--- config.mk ---
export PLATFORM = sky130hd
export DESIGN_NAME = lttb_div
export DESIGN_NICKNAME = d
export VERILOG_FILES = /design/src/rtl/lttb_pkg.sv /design/src/rtl/lttb_div.sv
export SDC_FILE = /design/constraint.sdc
export NUM_CORES = 1
export LEC_CHECK = 0
export BUFFER_PORTS_ARGS = -buffer_cell sky130_fd_sc_hd__buf_4
export CORE_UTILIZATION = 45
export DETAILED_ROUTE_END_ITERATION = 10
export PLACE_DENSITY = 0.74
export SYNTH_ARGS = -nofsm -noshare
export SYNTH_HDL_FRONTEND = slang
export SYNTH_SLANG_ARGS = --single-unit
--- constraint.sdc ---
create_clock -name i_clk -period 3.1 [get_ports i_clk]
set_clock_uncertainty 0.2 [all_clocks]
set_input_delay 0.775 -clock i_clk [delete_from_list [all_inputs] [get_ports i_clk]]
set_output_delay 0.775 -clock i_clk [all_outputs]
set_load 0.1 [all_outputs]
--- src/rtl/lttb_pkg.sv ---
// Package with the types, constants and state codes of the LTTB downsampler.
package lttb_pkg;

    localparam int COORD_W     = 24;
    localparam int COUNT_W     = 20;
    localparam int MAX_BUCKET  = 1024;
    localparam int SLOT_W      = $clog2(MAX_BUCKET);
    localparam int FILL_W      = SLOT_W + 1;
    localparam int STORE_DEPTH = 2 * MAX_BUCKET;
    localparam int ADDR_W      = SLOT_W + 1;
    localparam int SUM_W       = COORD_W + FILL_W - 1;
    localparam int DIFF_W      = SUM_W + 3;
    localparam int DELTA_W     = COORD_W + 1;
    localparam int PROD_W      = DIFF_W + DELTA_W;
    localparam int AREA_W      = PROD_W - 1;
    localparam int PADDR_W     = 3;
    localparam int PDATA_W     = 32;
    localparam int CNT_W       = $clog2(COUNT_W + 1);

    localparam logic REG_POINT_COUNT   = 1'b0;
    localparam logic REG_TARGET_POINTS = 1'b1;

    typedef struct packed {
        logic signed [COORD_W-1:0] x_value;
        logic signed [COORD_W-1:0] y_value;
    } t_in_item;

    typedef struct packed {
        logic signed [COORD_W-1:0] out_x;
        logic signed [COORD_W-1:0] out_y;
        logic [COUNT_W-1:0]        source_index;
        logic                      series_end;
        logic                      bucket_too_large;
    } t_out_item;

    typedef struct packed {
        logic               start;
        logic [COUNT_W-1:0] dividend;
        logic [COUNT_W-1:0] divisor;
    } t_div_req;

    typedef struct packed {
        logic               done;
        logic [COUNT_W-1:0] quotient;
        logic [COUNT_W-1:0] remainder;
    } t_div_rsp;

    typedef enum logic [3:0] {
        S_IDLE,
        S_DISPATCH,
        S_DIV_START,
        S_DIV_WAIT,
        S_STORE,
        S_LEN_X,
        S_LEN_Y,
        S_READ,
        S_PROD1,
        S_PROD2,
        S_COMPARE,
        S_PICK,
        S_PICK_WAIT,
        S_FINAL,
        S_EMIT
    } t_state;

endpackage

--- src/rtl/lttb_div.sv ---
// Restoring divider that yields the quotient and remainder one bit per cycle.
module lttb_div
    import lttb_pkg::*;
(
    input  logic     i_clk,
    input  logic     i_rst_n,
    input  t_div_req i_req,
    output t_div_rsp o_rsp
);

    logic [COUNT_W:0]   r_rem;
    logic [COUNT_W-1:0] r_quo;
    logic [COUNT_W-1:0] r_dsr;
    logic [CNT_W-1:0]   r_cnt;
    logic               r_busy;
    logic               r_done;
    logic [COUNT_W:0]   shifted;

    assign shifted = {r_rem[COUNT_W-1:0], r_quo[COUNT_W-1]};

    always_ff @(posedge i_clk) begin
        if (!i_rst_n) begin
            r_busy <= 1'b0;
            r_done <= 1'b0;
            r_cnt  <= '0;
        end else begin
            r_done <= 1'b0;
            if (i_req.start) begin
                r_busy <= 1'b1;
                r_cnt  <= CNT_W'(COUNT_W);
                r_rem  <= '0;
                r_quo  <= i_req.dividend;
                r_dsr  <= i_req.divisor;
            end else if (r_busy) begin
                if (shifted >= {1'b0, r_dsr}) begin
                    r_rem <= shifted - {1'b0, r_dsr};
                    r_quo <= {r_quo[COUNT_W-2:0], 1'b1};
                end else begin
                    r_rem <= shifted;
                    r_quo <= {r_quo[COUNT_W-2:0], 1'b0};
                end
                r_cnt <= r_cnt - CNT_W'(1);
                if (r_cnt == CNT_W'(1)) begin
                    r_busy <= 1'b0;
                    r_done <= 1'b1;
                end
            end
        end
    end

    assign o_rsp.done      = r_done;
    assign o_rsp.quotient  = r_quo;
    assign o_rsp.remainder = r_rem[COUNT_W-1:0];

endmodule

==> results.toml <==
[floorplanning]
dieArea_mm2 = 0.00914
start_util_pct = 47.3
dieHeight_um = 95.6
ios = 84
core-area_mm2 = 0.00834
core.rowCount = 33
die_w_um = 95.6

[drt]
drt-vias-per-instance = 5.50
antenna_left = 0
post_drt_wl_per_cell_um = 16.2
routed-via-count = 2979
drc = 0
wl_um = 8800
first_pass_iters = 5
initialDrtViolationCount = 192

[clock_network]
cts_max_level = 3
cts_buffers = 9
cts_tree = "built"
clk_pin_slew_worst_paths_ns = 0.08
cts.sinks = 67
clkLatencyLatePin_ns = 0.35
clockBufferDepth = 2
ctsHoldBuffers = 0
cts-root-buf = "clkbuf_8"

[synthesis]
synthAdderAreaFrac_pct = 7.49
postSynthAreaPerCell_um2 = 11.7
yosysUniqueCellTypes = 64
syn_nets = 404
synthArstFlopShare_pct = 0
synth_top_family_by_area = "compound AO/OA/AOI/OAI gates"
synthSimpleGateAreaFrac_pct = 11.8
synth_seq_area_share_pct = 49.3
synth_compound_area_share_pct = 15.2
synth_ff_type = "edfxtp_1"
yosysWarnings = 0
synth_cells = 338
synth_edf_count = 60
synthMuxAreaShare_pct = 8.00
synth-xor-area-share_pct = 3.33
yosys_register_bits = 67
netlist_area_mm2 = 0.00394

[setup_path]
required_ns = 3.01
crit_family = "compound AO/OA/AOI/OAI gates"
critical_path.cell_chain = "ha_1 -> nor2b_4 -> o31a_1 -> o41ai_4 -> o21ai_2 -> a31oi_2 -> mux2_2 -> a32o_1"
critPathKind = "reg -> reg"
cp-start-kind = "flip-flop"
slowest_delay_ns = 0.43
cp-end-kind = "flip-flop"
crit_slowest_cell = "edfxtp_1"
ff2ff_setup_slack_ns = 0.17
reg2reg_depth = 8
cp.depth = 8
path_buf_inv = 0
crit_arrival_ns = 2.84
path_max_fanout = 3

[run]
maxCapViolations = 0

[layout]
final_cell_mix = "buf_4, edfxtp_1, inv_1, nor2_1, ha_1"
fin_cells = 542
fin_nets = 498
final_common_cell = "buf_4"
drive_gt1_share_pct = 36.6
seqCellArea_mm2 = 0.00194
multiInputGateArea_mm2 = 0.00185
fin_util_pct = 59.8
fill_cells = 727
n_antenna_cell = 0
areaGrowthSynthToFinish_pct = 26.6

[sta]
fmax_ghz = 0.341
rsz0062_at_grt = "no"
setup_ws_ns = 0.170
worst_pin_slew_ns = 0.552
timing.slew.headroom_pct = 63.2
setup_violations = 0
fin_crit_ns = 2.93
finalSetupTns_ns = 0
period_share_pct = 94.5
hold_violations = 0
slew_viol_final = 0

[global_route]
grt.overflow.total = 0
grt_usage_pct = 20.8
grt_max_degree = 43
grt_pass1_vias = 2869
grt_pass1_wl_um = 14200
antenna_found_initial = 0

[pwr]
power_frac_comb_pct = 37.2
sequentialPowerShare_pct = 37.6
switching_share_pct = 38.3
internal_power_w = 0.00185
power_density_mw_per_mm2 = 599
leakage_nw = 2.09
pwr-share-clk_pct = 25.2
finalPower_w = 0.00299
irDropWorstVdd_uv = 313
switchingPower_w = 0.00114

[placement]
dp_cells = 525
hpwl_um = 6200
portBuffers = 83
detailedPlace.worstSlack_ns = 0.141
routabilityCongestion = 0.860

[status]
status = "finished, final reports clean"

[min_path]
hold_class = "reg -> reg"
min_path_cells = 2
[state kept, by name, indices dropped and copies added (netlist names)]
register and flops:
r_busy 1, r_cnt 5, r_done 1, r_dsr 20, r_quo 20, r_rem 20
[kinds of logic (layout without fill, tap and decap cells)]
group	after synthesis	after routing
AO/OA/AOI/OAI	74	74
buffers and inverters	42	141
flip-flops	67	67
AND/OR/NAND/NOR	88	88
adder cells (fa/ha/maj)	23	23
multiplexers	29	29
XOR/XNOR	15	15
[path summary, 6_finish.rpt]
kind                  from   endpoint
hold / removal    r_cnt[1]   r_cnt[1]
setup / recovery  r_rem[0]  r_rem[17]
setup reg to reg  r_rem[0]  r_rem[17]
hold reg to reg   r_cnt[1]   r_cnt[1]
[power groups by stage]
stage | logic [W] | clock network, W | registers (W)
6_report | 0.00111 | 0.000754 | 0.00113
5_1_grt | 0.00119 | 0.000799 | 0.00114
4_1_cts | 0.00110 | 0.000765 | 0.00113
3_5_place_dp | 0.00110 | 0 | 0.00115
3_3_place_gp | 0.00108 | 0 | 0.00114
2_1_floorplan | 0.000528 | 0 | 0.00146
[repair_timing]
action | in CTS | in global routing
setup endpoints to repair | 0 | 4
buffers inserted | 0 | 1
resized for setup | 0 | 3
[layout make-up]
type,instances,share of cell area (%)
flip-flops and latches,67,38.9
multi-input cells,229,37.1
repair buffers,98,15.3
well taps,105,2.63
clock buffers,9,2.48
inverters,27,2.03
clock inverters,7,1.50
[Yosys cell counts, types with 4 or more instances]
| cell type | instances | area share, % |
|---|---|---|
| nor2b_1 | 5 | 0.79 |
| o31ai_1 | 4 | 0.76 |
| nand4_1 | 5 | 0.79 |
| dfxtp_1 | 7 | 3.6 |
| mux2i_1 | 9 | 2.3 |
| xnor2_1 | 12 | 2.7 |
| inv_1 | 27 | 2.6 |
| mux2_2 | 20 | 5.7 |
| nand3_1 | 8 | 1.0 |
| a21oi_2 | 4 | 0.89 |
| o21a_1 | 5 | 0.95 |
| a21oi_1 | 14 | 1.8 |
| a21o_1 | 7 | 1.3 |
| nand2_1 | 16 | 1.5 |
| o21ai_0 | 5 | 0.63 |
| edfxtp_1 | 60 | 46 |
| a21boi_0 | 4 | 0.76 |
| nor3_1 | 6 | 0.76 |
| nor2_1 | 21 | 2.0 |
| nand2_2 | 4 | 0.63 |
| ha_1 | 22 | 7.0 |
[through the flow]
stage	cell area (um2)	hold slack, ns
4_1_cts	4980	0.318
2_1_floorplan	3990	0.268
5_1_grt	4990	0.369
6_report	4990	0.327
3_5_place_dp	4780	0.306
3_3_place_gp	4780	0.280
[tightest hold or removal path, delay by kind of cell (launching register included)]
kind	cells	cell delay, ns
DFF	1	0.34
and+or+nand+nor	1	0.09
AOI/OAI and AO/OA	1	0.06
[layer usage]
layer / up-vias / routed length [um] / global-route usage (%)
met2: 86 / 4240 / 33.9
met4: 0 / 112 / 7.46
met1: 1431 / 3890 / 27.0
met5: - / 0 / 0
met3: 12 / 559 / 4.63
li1: 1450 / - / -
(Power assumes the default switching activity.)
